$ cat src/sv/sha2h_pkg.sv
package sha2h_pkg;

  localparam int unsigned WORD_W = 32;
  localparam int unsigned BLK_DEPTH = 16;
  localparam int unsigned CHN_DEPTH = 8;
  localparam int unsigned TDATA_W = 40;

  typedef struct packed {
    logic       shift;
    logic       round;
    logic       use_blk;
    logic [5:0] rnd;
  } sha2h_ctl_t;

  function automatic logic [31:0] rotr(input logic [31:0] x, input int unsigned n);
    rotr = (x >> n) | (x << (32 - n));
  endfunction

  function automatic logic [31:0] round_k(input logic [5:0] idx);
    logic [31:0] k;
    unique case (idx)
      6'd0:  k = 32'h428a2f98;
      6'd1:  k = 32'h71374491;
      6'd2:  k = 32'hb5c0fbcf;
      6'd3:  k = 32'he9b5dba5;
      6'd4:  k = 32'h3956c25b;
      6'd5:  k = 32'h59f111f1;
      6'd6:  k = 32'h923f82a4;
      6'd7:  k = 32'hab1c5ed5;
      6'd8:  k = 32'hd807aa98;
      6'd9:  k = 32'h12835b01;
      6'd10: k = 32'h243185be;
      6'd11: k = 32'h550c7dc3;
      6'd12: k = 32'h72be5d74;
      6'd13: k = 32'h80deb1fe;
      6'd14: k = 32'h9bdc06a7;
      6'd15: k = 32'hc19bf174;
      6'd16: k = 32'he49b69c1;
      6'd17: k = 32'hefbe4786;
      6'd18: k = 32'h0fc19dc6;
      6'd19: k = 32'h240ca1cc;
      6'd20: k = 32'h2de92c6f;
      6'd21: k = 32'h4a7484aa;
      6'd22: k = 32'h5cb0a9dc;
      6'd23: k = 32'h76f988da;
      6'd24: k = 32'h983e5152;
      6'd25: k = 32'ha831c66d;
      6'd26: k = 32'hb00327c8;
      6'd27: k = 32'hbf597fc7;
      6'd28: k = 32'hc6e00bf3;
      6'd29: k = 32'hd5a79147;
      6'd30: k = 32'h06ca6351;
      6'd31: k = 32'h14292967;
      6'd32: k = 32'h27b70a85;
      6'd33: k = 32'h2e1b2138;
      6'd34: k = 32'h4d2c6dfc;
      6'd35: k = 32'h53380d13;
      6'd36: k = 32'h650a7354;
      6'd37: k = 32'h766a0abb;
      6'd38: k = 32'h81c2c92e;
      6'd39: k = 32'h92722c85;
      6'd40: k = 32'ha2bfe8a1;
      6'd41: k = 32'ha81a664b;
      6'd42: k = 32'hc24b8b70;
      6'd43: k = 32'hc76c51a3;
      6'd44: k = 32'hd192e819;
      6'd45: k = 32'hd6990624;
      6'd46: k = 32'hf40e3585;
      6'd47: k = 32'h106aa070;
      6'd48: k = 32'h19a4c116;
      6'd49: k = 32'h1e376c08;
      6'd50: k = 32'h2748774c;
      6'd51: k = 32'h34b0bcb5;
      6'd52: k = 32'h391c0cb3;
      6'd53: k = 32'h4ed8aa4a;
      6'd54: k = 32'h5b9cca4f;
      6'd55: k = 32'h682e6ff3;
      6'd56: k = 32'h748f82ee;
      6'd57: k = 32'h78a5636f;
      6'd58: k = 32'h84c87814;
      6'd59: k = 32'h8cc70208;
      6'd60: k = 32'h90befffa;
      6'd61: k = 32'ha4506ceb;
      6'd62: k = 32'hbef9a3f7;
      default: k = 32'hc67178f2;
    endcase
    round_k = k;
  endfunction

  function automatic logic [31:0] init_value(input logic mode, input logic [2:0] idx);
    logic [31:0] v;
    if (mode) begin
      unique case (idx)
        3'd0: v = 32'hc1059ed8;
        3'd1: v = 32'h367cd507;
        3'd2: v = 32'h3070dd17;
        3'd3: v = 32'hf70e5939;
        3'd4: v = 32'hffc00b31;
        3'd5: v = 32'h68581511;
        3'd6: v = 32'h64f98fa7;
        default: v = 32'hbefa4fa4;
      endcase
    end else begin
      unique case (idx)
        3'd0: v = 32'h6a09e667;
        3'd1: v = 32'hbb67ae85;
        3'd2: v = 32'h3c6ef372;
        3'd3: v = 32'ha54ff53a;
        3'd4: v = 32'h510e527f;
        3'd5: v = 32'h9b05688c;
        3'd6: v = 32'h1f83d9ab;
        default: v = 32'h5be0cd19;
      endcase
    end
    init_value = v;
  endfunction

endpackage

$ cat src/sv/sha2h_ram.sv
module sha2h_ram #(
  parameter int unsigned WIDTH = 32,
  parameter int unsigned DEPTH = 16
) (
  input  logic                     clk_i,
  input  logic                     we_i,
  input  logic [$clog2(DEPTH)-1:0] waddr_i,
  input  logic [WIDTH-1:0]         wdata_i,
  input  logic [$clog2(DEPTH)-1:0] raddr_i,
  output logic [WIDTH-1:0]         rdata_o
);

  logic [WIDTH-1:0] mem_q [DEPTH];
  logic [WIDTH-1:0] rdata_q;

  always_ff @(posedge clk_i) begin
    if (we_i) begin
      mem_q[waddr_i] <= wdata_i;
    end
    rdata_q <= mem_q[raddr_i];
  end

  assign rdata_o = rdata_q;

endmodule

$ cat src/sv/sha2h_core.sv
module sha2h_core
  import sha2h_pkg::*;
(
  input  logic        clk_i,
  input  sha2h_ctl_t  ctl_i,
  input  logic [31:0] chain_i,
  input  logic [31:0] blk_i,
  output logic [31:0] wk_a_o
);

  logic [31:0] wk_q [8];
  logic [31:0] w_q [16];
  logic [31:0] w_calc;
  logic [31:0] w_cur;
  logic [31:0] sig0;
  logic [31:0] sig1;
  logic [31:0] big0;
  logic [31:0] big1;
  logic [31:0] ch;
  logic [31:0] maj;
  logic [31:0] t1;
  logic [31:0] t2;

  always_comb begin
    sig0 = rotr(w_q[1], 7) ^ rotr(w_q[1], 18) ^ (w_q[1] >> 3);
    sig1 = rotr(w_q[14], 17) ^ rotr(w_q[14], 19) ^ (w_q[14] >> 10);
    w_calc = w_q[0] + sig0 + w_q[9] + sig1;
    w_cur = ctl_i.use_blk ? blk_i : w_calc;
    big1 = rotr(wk_q[4], 6) ^ rotr(wk_q[4], 11) ^ rotr(wk_q[4], 25);
    ch = (wk_q[4] & wk_q[5]) ^ (~wk_q[4] & wk_q[6]);
    t1 = wk_q[7] + big1 + ch + round_k(ctl_i.rnd) + w_cur;
    big0 = rotr(wk_q[0], 2) ^ rotr(wk_q[0], 13) ^ rotr(wk_q[0], 22);
    maj = (wk_q[0] & wk_q[1]) ^ (wk_q[0] & wk_q[2]) ^ (wk_q[1] & wk_q[2]);
    t2 = big0 + maj;
  end

  always_ff @(posedge clk_i) begin
    if (ctl_i.shift) begin
      for (int i = 0; i < 7; i++) begin
        wk_q[i] <= wk_q[i + 1];
      end
      wk_q[7] <= chain_i;
    end else if (ctl_i.round) begin
      wk_q[0] <= t1 + t2;
      wk_q[1] <= wk_q[0];
      wk_q[2] <= wk_q[1];
      wk_q[3] <= wk_q[2];
      wk_q[4] <= wk_q[3] + t1;
      wk_q[5] <= wk_q[4];
      wk_q[6] <= wk_q[5];
      wk_q[7] <= wk_q[6];
    end
    if (ctl_i.round) begin
      for (int i = 0; i < 15; i++) begin
        w_q[i] <= w_q[i + 1];
      end
      w_q[15] <= w_cur;
    end
  end

  assign wk_a_o = wk_q[0];

endmodule

$ cat src/sv/sha256_sha224_hash.sv
// Items are taken one per cycle while the hasher is idle; an item that fills a block
// holds the input until that block is done, and the last item of a message until the
// padding blocks and the digest are done. Each full block loads the working registers
// from the chain memory, runs 64 rounds, and adds the result back into the chain memory.
// After the last item, padding fills one or two blocks, and the digest leaves the chain
// memory one word at a time, each word once the sink has taken the one before.
module sha256_sha224_hash
  import sha2h_pkg::*;
(
  input  logic               clk_i,
  input  logic               rst_ni,
  input  logic               cfg_we_i,
  input  logic               cfg_wdata_i,
  input  logic               s_axis_tvalid,
  output logic               s_axis_tready,
  // message_word [31:0], valid_bytes [34:32], zero fill above
  input  logic [TDATA_W-1:0] s_axis_tdata,
  input  logic               s_axis_tlast,
  output logic               m_axis_tvalid,
  input  logic               m_axis_tready,
  // digest_word [31:0], word_index [34:32], zero fill above
  output logic [TDATA_W-1:0] m_axis_tdata,
  output logic               m_axis_tlast
);

  localparam logic [2:0] S_IDLE  = 3'd0;
  localparam logic [2:0] S_LOAD  = 3'd1;
  localparam logic [2:0] S_ROUND = 3'd2;
  localparam logic [2:0] S_UPD   = 3'd3;
  localparam logic [2:0] S_PAD   = 3'd4;
  localparam logic [2:0] S_OUT   = 3'd5;

  logic [2:0]  state_q, state_d;
  logic [2:0]  after_q, after_d;
  logic [5:0]  cnt_q, cnt_d;
  logic        mode_q, mode_d;
  logic [5:0]  fill_q, fill_d;
  logic [63:0] bits_q, bits_d;
  logic [7:0]  vld_q, vld_d;
  logic        rvld_q;
  logic [2:0]  raddr_q;
  logic [3:0]  pidx_q, pidx_d;
  logic        pfirst_q, pfirst_d;
  logic        lhere_q, lhere_d;
  logic        pend_q, pend_d;
  logic        mv_q, mv_d;
  logic [31:0] acc_q, acc_d;
  logic [31:0] odata_q;
  logic [2:0]  oidx_q;
  logic        olast_q;

  logic        accept;
  logic [2:0]  cnt_in;
  logic [2:0]  total;
  logic [4:0]  shamt;
  logic [55:0] hmask;
  logic [55:0] merged;
  logic [31:0] pmask;
  logic [31:0] padw;
  logic        wr_word;
  logic        blk_we;
  logic [3:0]  blk_waddr;
  logic [31:0] blk_wdata;
  logic [3:0]  blk_raddr;
  logic [31:0] blk_rdata;
  logic        chn_we;
  logic [31:0] chn_rdata;
  logic [31:0] chn_eff;
  logic [31:0] wk_a;
  logic [3:0]  pcur;
  logic        plen;
  logic [31:0] pdata;
  logic [2:0]  last_idx;
  logic        oload;
  sha2h_ctl_t  ctl;

  assign s_axis_tready = (state_q == S_IDLE);
  assign accept = s_axis_tvalid & s_axis_tready;

  always_comb begin
    cnt_in = s_axis_tdata[34] ? 3'd4 : s_axis_tdata[34:32];
    total = {1'b0, fill_q[1:0]} + cnt_in;
    shamt = {fill_q[1:0], 3'b000};
    hmask = ~({56{1'b1}} >> shamt);
    merged = ({acc_q, 24'h0} & hmask) | (({s_axis_tdata[31:0], 24'h0} >> shamt) & ~hmask);
    wr_word = total[2];
    pmask = ~({32{1'b1}} >> shamt);
    padw = (acc_q & pmask) | (32'h8000_0000 >> shamt);
    pcur = pfirst_q ? fill_q[5:2] : pidx_q;
    plen = pfirst_q ? (fill_q[5:2] <= 4'd13) : lhere_q;
    if (pfirst_q) begin
      pdata = padw;
    end else if (plen && pcur == 4'd14) begin
      pdata = bits_q[63:32];
    end else if (plen && pcur == 4'd15) begin
      pdata = bits_q[31:0];
    end else begin
      pdata = '0;
    end
  end

  assign blk_we = (accept & wr_word) | (state_q == S_PAD);
  assign blk_waddr = (state_q == S_PAD) ? pcur : fill_q[5:2];
  assign blk_wdata = (state_q == S_PAD) ? pdata : merged[55:24];
  assign blk_raddr = (state_q == S_ROUND) ? cnt_q[3:0] + 4'd1 : '0;

  assign chn_we = (state_q == S_UPD) && (cnt_q != 6'd0);
  assign chn_eff = rvld_q ? chn_rdata : init_value(mode_q, raddr_q);
  assign last_idx = mode_q ? 3'd6 : 3'd7;

  always_comb begin
    ctl.shift = ((state_q == S_LOAD) || (state_q == S_UPD)) && (cnt_q != 6'd0);
    ctl.round = (state_q == S_ROUND);
    ctl.use_blk = (cnt_q[5:4] == 2'b00);
    ctl.rnd = cnt_q;
  end

  always_comb begin
    state_d = state_q;
    after_d = after_q;
    cnt_d = cnt_q;
    mode_d = mode_q;
    fill_d = fill_q;
    bits_d = bits_q;
    vld_d = vld_q;
    pidx_d = pidx_q;
    pfirst_d = pfirst_q;
    lhere_d = lhere_q;
    pend_d = pend_q;
    acc_d = acc_q;
    oload = 1'b0;
    unique case (state_q)
      S_IDLE: begin
        if (accept) begin
          fill_d = fill_q + {3'b000, cnt_in};
          bits_d = bits_q + {58'h0, cnt_in, 3'b000};
          acc_d = wr_word ? {merged[23:0], 8'h00} : merged[55:24];
          pfirst_d = 1'b1;
          if (wr_word && fill_q[5:2] == 4'd15) begin
            state_d = S_LOAD;
            cnt_d = '0;
            after_d = s_axis_tlast ? S_PAD : S_IDLE;
          end else if (s_axis_tlast) begin
            state_d = S_PAD;
          end
        end
      end
      S_LOAD: begin
        cnt_d = cnt_q + 6'd1;
        if (cnt_q == 6'd8) begin
          state_d = S_ROUND;
          cnt_d = '0;
        end
      end
      S_ROUND: begin
        cnt_d = cnt_q + 6'd1;
        if (cnt_q == 6'd63) begin
          state_d = S_UPD;
          cnt_d = '0;
        end
      end
      S_UPD: begin
        cnt_d = cnt_q + 6'd1;
        if (chn_we) begin
          vld_d[cnt_q[2:0] - 3'd1] = 1'b1;
        end
        if (cnt_q == 6'd8) begin
          state_d = after_q;
          cnt_d = '0;
        end
      end
      S_PAD: begin
        pfirst_d = 1'b0;
        pidx_d = pcur + 4'd1;
        lhere_d = plen;
        if (pcur == 4'd15) begin
          state_d = S_LOAD;
          cnt_d = '0;
          after_d = plen ? S_OUT : S_PAD;
          lhere_d = 1'b1;
        end
      end
      S_OUT: begin
        if (pend_q) begin
          oload = 1'b1;
          pend_d = 1'b0;
          cnt_d = cnt_q + 6'd1;
          if (cnt_q[2:0] == last_idx) begin
            state_d = S_IDLE;
            cnt_d = '0;
            vld_d = '0;
            fill_d = '0;
            bits_d = '0;
          end
        end else if (!mv_q || m_axis_tready) begin
          pend_d = 1'b1;
        end
      end
      default: begin
        state_d = S_IDLE;
      end
    endcase
    if (cfg_we_i) begin
      mode_d = cfg_wdata_i;
      vld_d = '0;
      fill_d = '0;
      bits_d = '0;
    end
    mv_d = (mv_q & ~m_axis_tready) | oload;
  end

  always_ff @(posedge clk_i or negedge rst_ni) begin
    if (!rst_ni) begin
      state_q <= S_IDLE;
      after_q <= S_IDLE;
      cnt_q <= '0;
      mode_q <= 1'b0;
      fill_q <= '0;
      bits_q <= '0;
      vld_q <= '0;
      rvld_q <= 1'b0;
      raddr_q <= '0;
      pidx_q <= '0;
      pfirst_q <= 1'b0;
      lhere_q <= 1'b0;
      pend_q <= 1'b0;
      mv_q <= 1'b0;
    end else begin
      state_q <= state_d;
      after_q <= after_d;
      cnt_q <= cnt_d;
      mode_q <= mode_d;
      fill_q <= fill_d;
      bits_q <= bits_d;
      vld_q <= vld_d;
      rvld_q <= vld_q[cnt_q[2:0]];
      raddr_q <= cnt_q[2:0];
      pidx_q <= pidx_d;
      pfirst_q <= pfirst_d;
      lhere_q <= lhere_d;
      pend_q <= pend_d;
      mv_q <= mv_d;
    end
  end

  always_ff @(posedge clk_i) begin
    acc_q <= acc_d;
    if (oload) begin
      odata_q <= chn_eff;
      oidx_q <= cnt_q[2:0];
      olast_q <= (cnt_q[2:0] == last_idx);
    end
  end

  sha2h_ram #(
    .WIDTH(WORD_W),
    .DEPTH(BLK_DEPTH)
  ) u_blk_ram (
    .clk_i   (clk_i),
    .we_i    (blk_we),
    .waddr_i (blk_waddr),
    .wdata_i (blk_wdata),
    .raddr_i (blk_raddr),
    .rdata_o (blk_rdata)
  );

  sha2h_ram #(
    .WIDTH(WORD_W),
    .DEPTH(CHN_DEPTH)
  ) u_chn_ram (
    .clk_i   (clk_i),
    .we_i    (chn_we),
    .waddr_i (cnt_q[2:0] - 3'd1),
    .wdata_i (chn_eff + wk_a),
    .raddr_i (cnt_q[2:0]),
    .rdata_o (chn_rdata)
  );

  sha2h_core u_core (
    .clk_i   (clk_i),
    .ctl_i   (ctl),
    .chain_i (chn_eff),
    .blk_i   (blk_rdata),
    .wk_a_o  (wk_a)
  );

  assign m_axis_tvalid = mv_q;
  assign m_axis_tdata = {5'b00000, oidx_q, odata_q};
  assign m_axis_tlast = olast_q;

endmodule

$ cat config.mk
export PLATFORM = sky130hd
export DESIGN_NAME = sha256_sha224_hash
export DESIGN_NICKNAME = d
export VERILOG_FILES = /design/src/sv/sha2h_pkg.sv /design/src/sv/sha2h_ram.sv /design/src/sv/sha2h_core.sv /design/src/sv/sha256_sha224_hash.sv
export SDC_FILE = /design/constraint.sdc
export NUM_CORES = 2
export LEC_CHECK = 0
export ABC_AREA = 0
export BUFFER_PORTS_ARGS = -buffer_cell sky130_fd_sc_hd__buf_4
export CELL_PAD_IN_SITES_DETAIL_PLACEMENT = 1
export CELL_PAD_IN_SITES_GLOBAL_PLACEMENT = 2
export CORE_UTILIZATION = 45
export CTS_CLUSTER_SIZE = 12
export DETAILED_ROUTE_END_ITERATION = 6
export GPL_ROUTABILITY_DRIVEN = 0
export PLACE_DENSITY = 0.81
export SETUP_SLACK_MARGIN = 0.05
export SLEW_MARGIN = 15
export SYNTH_ARGS = -nofsm -noshare
export SYNTH_HDL_FRONTEND = slang
export SYNTH_HIERARCHICAL = 1
export SYNTH_SLANG_ARGS = --single-unit
export TNS_END_PERCENT = 10
$ cat constraint.sdc
create_clock -name clk_i -period 30.1 [get_ports clk_i]
set_input_delay 6.02 -clock clk_i [delete_from_list [all_inputs] [get_ports clk_i]]
set_output_delay 6.02 -clock clk_i [all_outputs]
set_load 0.02 [all_outputs]
-- After elaboration in Yosys (flattened, before gate mapping)
Memories as Yosys holds them, arrays and structs flattened. A register that Yosys moved wholly into a read port is not among the register bits.
Index checks and enable logic that the tools add are counted.
- flip-flop bits (word level): 171
- RAM bits: 1536
- bits in read-only memories: 2048
- bits of input ports: 47
- output and inout bits: 43
- memories: 5
- memories (memory ; words ; width ; rd ports ; clocked after Yosys merged registers in ; write ports ; RTL line ; text):
    (name not given) ; 64 ; 32 ; 1 ; 0 ; 0 ; sha2h_pkg.sv:21 ; unique case (idx)
    u_blk_ram.mem_q ; 16 ; 32 ; 1 ; 1 ; 1 ; sha2h_ram.sv:13 ; logic [WIDTH-1:0] mem_q [DEPTH];
    u_core.w_q ; 16 ; 32 ; 16 ; 0 ; 16 ; sha2h_core.sv:12 ; logic [31:0] w_q [16];
    u_chn_ram.mem_q ; 8 ; 32 ; 1 ; 1 ; 1 ; sha2h_ram.sv:13 ;
    u_core.wk_q ; 8 ; 32 ; 8 ; 0 ; 8 ; sha2h_core.sv:11 ; logic [31:0] wk_q [8];
- $add $sub $neg: 18
- order comparisons: 4
- equality and inequality tests: 30
- shift-type cells: 4
- multiplexer cells: 84
- bitwise gates (word level): 50
- reduce and logical (&&, ||, !) cells: 25
- operators by type and width (operator ; count):
    $mux W32 ; 16
    $pmux W32 S7 ; 2
    $add A32 B32 Y32 ; 11
    $xor A32 B32 Y32 ; 9
    $mux W64 ; 4
    $and A32 B32 Y32 ; 6
    $pmux W64 S2 ; 1
    $and A56 B56 Y56 ; 2
    $not A56 Y56 ; 2
    $mux W6 ; 11
    $add A64 B6 Y64 ; 1
    $not A32 Y32 ; 2
    $shr A32 B5 Y32 const A ; 2
    $or A56 B56 Y56 ; 1
    $shr A56 B5 Y56 ; 1
    $shr A56 B5 Y56 const A ; 1
    $mux W3 ; 14
    $mux W8 ; 4
    $or A10 B32 Y32 ; 1
    $or A13 B32 Y32 ; 1
    $or A14 B32 Y32 ; 1
    $or A15 B32 Y32 ; 1
    $or A19 B32 Y32 ; 1
    $or A21 B32 Y32 ; 1
    55 further kinds ; 119

-- Logic depth before layout (Yosys ltp)
An unclocked memory read counts as a cell.
- depth in word-level cells: 11
- gate-level depth with buffers: 44
- mapped depth without buffers: 43

-- Modules after synthesis
The synthesis kept the hierarchy.
- modules (own cells, without submodules) (module ; instances ; cells each ; area an instance (um2) ; sequential area each (um2)):
    sha2h_core ; 1 ; 3669 ; 43503.0 ; 23062.1
    sha2h_ram at u_blk_ram ; 1 ; 838 ; 19835.3 ; 16015.4
    sha256_sha224_hash ; 1 ; 1373 ; 11617.4 ; 4279.1
    sha2h_ram at u_chn_ram ; 1 ; 415 ; 10466.3 ; 8328.0

-- Worst setup path before layout
Ideal clock, no wire load.
- kind: register to register
- start: register state_q[0]
- end: memory u_core.wk_q[0][0], enable pin
- setup time: 511 ps
- arrival time: 14628 ps
- data required time: 29589 ps
- path slack: 14961 ps
- stages on the path, launching flop included: 6
- buffers on the path: 1
- period minus slack after synthesis: 15139 ps
- cell sequence: dfrtp_1 -> clkbuf_1 -> nor2_1 -> nand2_1 -> inv_1 -> or2_2
- RTL lines (element ; RTL line ; text):
    start, declared ; sha256_sha224_hash.sv:33 ; logic [2:0] state_q, state_d;
    start signal, assigned ; sha256_sha224_hash.sv:229 ; state_q <= state_d;
    end, declared ; sha2h_core.sv:11 ;

==> flow_summary.json <==
{
  "status": "finished with violations",
  "violations": "design-rule violations",
  "path_common_cell": "fa_1",
  "finalSetupViolCount": 0,
  "rows": 159,
  "crit_type": "register to register",
  "die_y_um": 438,
  "worstPathMaxFanout": 6,
  "antenna_found_initial": 9,
  "cts_hold_buf": 0,
  "yosysWarnings": 6,
  "cts.path.max_buffers": 3,
  "grt_overflow_total": 0,
  "grt_setup_unrepaired": "no",
  "holdPathEnd": "u_core/w_q[1][119]",
  "cts_setup_buffers": 0,
  "wire_per_inst_um": 27.2,
  "numCtsBuffers": 188,
  "synth_edf_count": 1596,
  "finalSetupTns_ns": 0,
  "vias": 52793,
  "slowest_stage": "o21ai_0",
  "worstHoldPathType": "register to register",
  "yosys_register_bits": 1759,
  "grt_pass1_wl_um": 360000,
  "max_stage_delay_ns": 0.80,
  "wl_met1_um": 108000,
  "core_um2": 188000,
  "clk_pin_slew_ns": 0.06,
  "synth_area_um2": 85400,
  "clk_latency_ns": 0.86,
  "dr_wl_met3_um": 15300,
  "startpoint_type": "register",
  "dpl.hpwl_um": 168000,
  "drive_gt1_share_pct": 13.8,
  "cts_max_level": 4,
  "num-nets-final": 6756,
  "maxSlewHeadroom_pct": 19.9,
  "dieArea_um2": 192000,
  "drtIter0Drc": 5404,
  "synth_top_area_share_pct": 56.1,
  "cts_sinks": 1759,
  "syn_to_final_growth_pct": 10.9,
  "fillers": 18736,
  "reg2reg_slack_ns": 17.61,
  "routed-wl-met2_um": 115000,
  "reg2reg_from": "u_core/w_q[1][210]",
  "yosysUniqueCellTypes": 104,
  "required_ns": 30.78,
  "min_period_ns": 12.49,
  "grt_max_degree": 181,
  "yosys.area.top_type": "edfxtp_1",
  "grt_usage_pct": 25.4,
  "finalMaxSlewViolations": 0,
  "numPortBuffers": 79,
  "ctsResizeCount": 0,
  "hold_violations": 0,
  "max_freq_ghz": 0.0801,
  "critPathTopFamily": "compound AO/OA/AOI/OAI gates",
  "min_from": "u_core/w_q[1][151]",
  "r2r_cells": 37,
  "period_share_pct": 41.5,
  "cp-end-kind": "register",
  "synth_most_common_cell": "edfxtp_1",
  "drv_cap": 0,
  "cp.arrival_ns": 13.17,
  "async_flop_share_pct": 5.63,
  "dr.max_layer_used": "met4",
  "yosysSeqAreaShare_pct": 60.5,
  "worst-path-buf-inv": 4,
  "synth_common_cells": "edfxtp_1 (1,596), nand2_1 (803), xnor2_1 (323)",
  "drtAntennaViolNets": 0,
  "clock_skew_ns": 0.0629,
  "io_pins": 90,
  "synth_ff_type": "edfxtp_1",
  "hold_depth": 0,
  "die_width_um": 438,
  "cts-root-buf": "clkbuf_16",
  "worst-slew-pin-transition_ns": 1.19,
  "avgSynthCellArea_um2": 13.6,
  "dr.pass1.iters": 7,
  "r2r_end": "u_core/wk_q[0][31]",
  "drt-total-wl_um": 244000,
  "grt_pass1_vias": 54327,
  "via_per_inst": 5.89,
  "drc": 1,
  "synthTopCellsByArea": "edfxtp_1 (56%), fa_1 (4.5%), mux4_2 (4.3%)",
  "syn_inst": 6295,
  "cts_tree": "yes",
  "initial_utilization_pct": 45.4
}
[worst max path at each step]
stage	start	endpoint	slack [ns]	cells past startpoint
6_report	u_core/w_q[1][210]	u_core/wk_q[0][31]	17.61	37
5_1_grt	u_core/w_q[1][210]	u_core/wk_q[0][31]	17.20	42
4_1_cts	u_core/w_q[1][210]	u_core/wk_q[0][31]	17.70	37
3_5_place_dp	u_core/w_q[1][210]	u_core/wk_q[0][31]	17.77	37
3_3_place_gp	u_core/w_q[1][210]	u_core/wk_q[0][31]	17.92	37
2_1_floorplan	state_q[0]	u_core/wk_q[0][0]	14.96	5
[worst register-to-register path, delay by kind of cell, from the launching register on]
| kind | cells | cell delay [ns] |
|---|---|---|
| buffers and inverters | 4 | 0.23 |
| AND/OR/NAND/NOR | 3 | 0.46 |
| flip-flops | 1 | 0.60 |
| adder cells (fa/ha/maj) | 10 | 4.56 |
| XOR/XNOR | 6 | 1.51 |
| AO/OA/AOI/OAI | 14 | 4.98 |
[through the flow]
stage	worst slack [ns]	instances	cell area [µm²]	hold WS [ns]	utilization, %
after detailed placement	17.77	8634	88800	0.405	47.2
after CTS	17.70	8966	94600	0.382	50.3
final	17.61	8967	94700	0.389	50.3
after global routing	17.20	8967	94700	0.397	50.3
after global placement	17.92	8634	88800	0.400	47.2
after floorplan	14.96	6299	85400	0.400	-
[flip-flops by register name, indices dropped and copies added, names as in the netlist, 2 cells and up]
name               flops
acc_q                 24
after_q                2
bits_q                61
cnt_q                  6
fill_q                 6
odata_q               32
oidx_q                 3
pidx_q                 4
raddr_q                3
state_q                3
u_blk_ram/mem_q      512
u_blk_ram/rdata_o     32
u_chn_ram/mem_q      256
u_chn_ram/rdata_o     32
u_core/w_q           512
u_core/wk_q          256
vld_q                  8
[cell usage in the layout, fill, tap and decap left out, types with 23 or more instances in the layout]
cell type and instances:
and3_1 27, clkbuf_1 64, clkbuf_16 191, fa_1 191, xnor2_1 322, nand3_1 75
edfxtp_1 1596, ha_1 189, a21o_1 89, inv_1 317, a211oi_1 36, o21a_1 30
nand2_1 803, nor2_1 271, clkinv_1 26, mux4_1 40, a31oi_1 53, mux4_2 163
a21oi_1 255, o211ai_1 36, a22oi_1 107, mux2_2 152, dfxtp_1 64, buf_4 213
nand2b_1 35, o31ai_1 35, mux2i_1 33, and2_1 27, clkinv_2 24, nor3_1 59
o21ai_0 272, xor2_1 113, dfrtp_1 91, nor2b_1 23
[metal layers]
layer,global-route usage [%],vias to the layer above
met1,36.1,27541
met5,0,-
met4,7.40,0
met3,3.87,345
met2,40.4,1686
li1,-,23221
[cells by family (layout without fill, tap and decap cells)]
| logic type | count (synthesis) | after routing | synth area share [%] |
|---|---|---|---|
| flip-flops | 1759 | 1759 | 60.5 |
| AND/OR/NAND/NOR | 1502 | 1502 | 7.89 |
| AO/OA/AOI/OAI | 1110 | 1110 | 8.32 |
| buffers and inverters | 698 | 870 | 3.39 |
| XOR/XNOR | 438 | 438 | 4.51 |
| adder cells (fa/ha/maj) | 399 | 399 | 7.47 |
| multiplexers | 388 | 388 | 7.92 |
| other | 1 | 6 | 0.00439 |
[cell type report]
cell class	instances	area, µm²	area share, %
multi-input combinational	3842	31200	32.9
tap	2495	3120	3.30
clock buffer	259	5070	5.36
clock inverter	73	737	0.778
sequential	1759	51700	54.6
antenna	1	2.50	0.00264
timing repair buffer	215	1640	1.73
inverter	323	1220	1.29
Power is left out: the tool's default activity adds up to more than one toggle a clock period on the data nets, which glitch-free logic cannot reach.
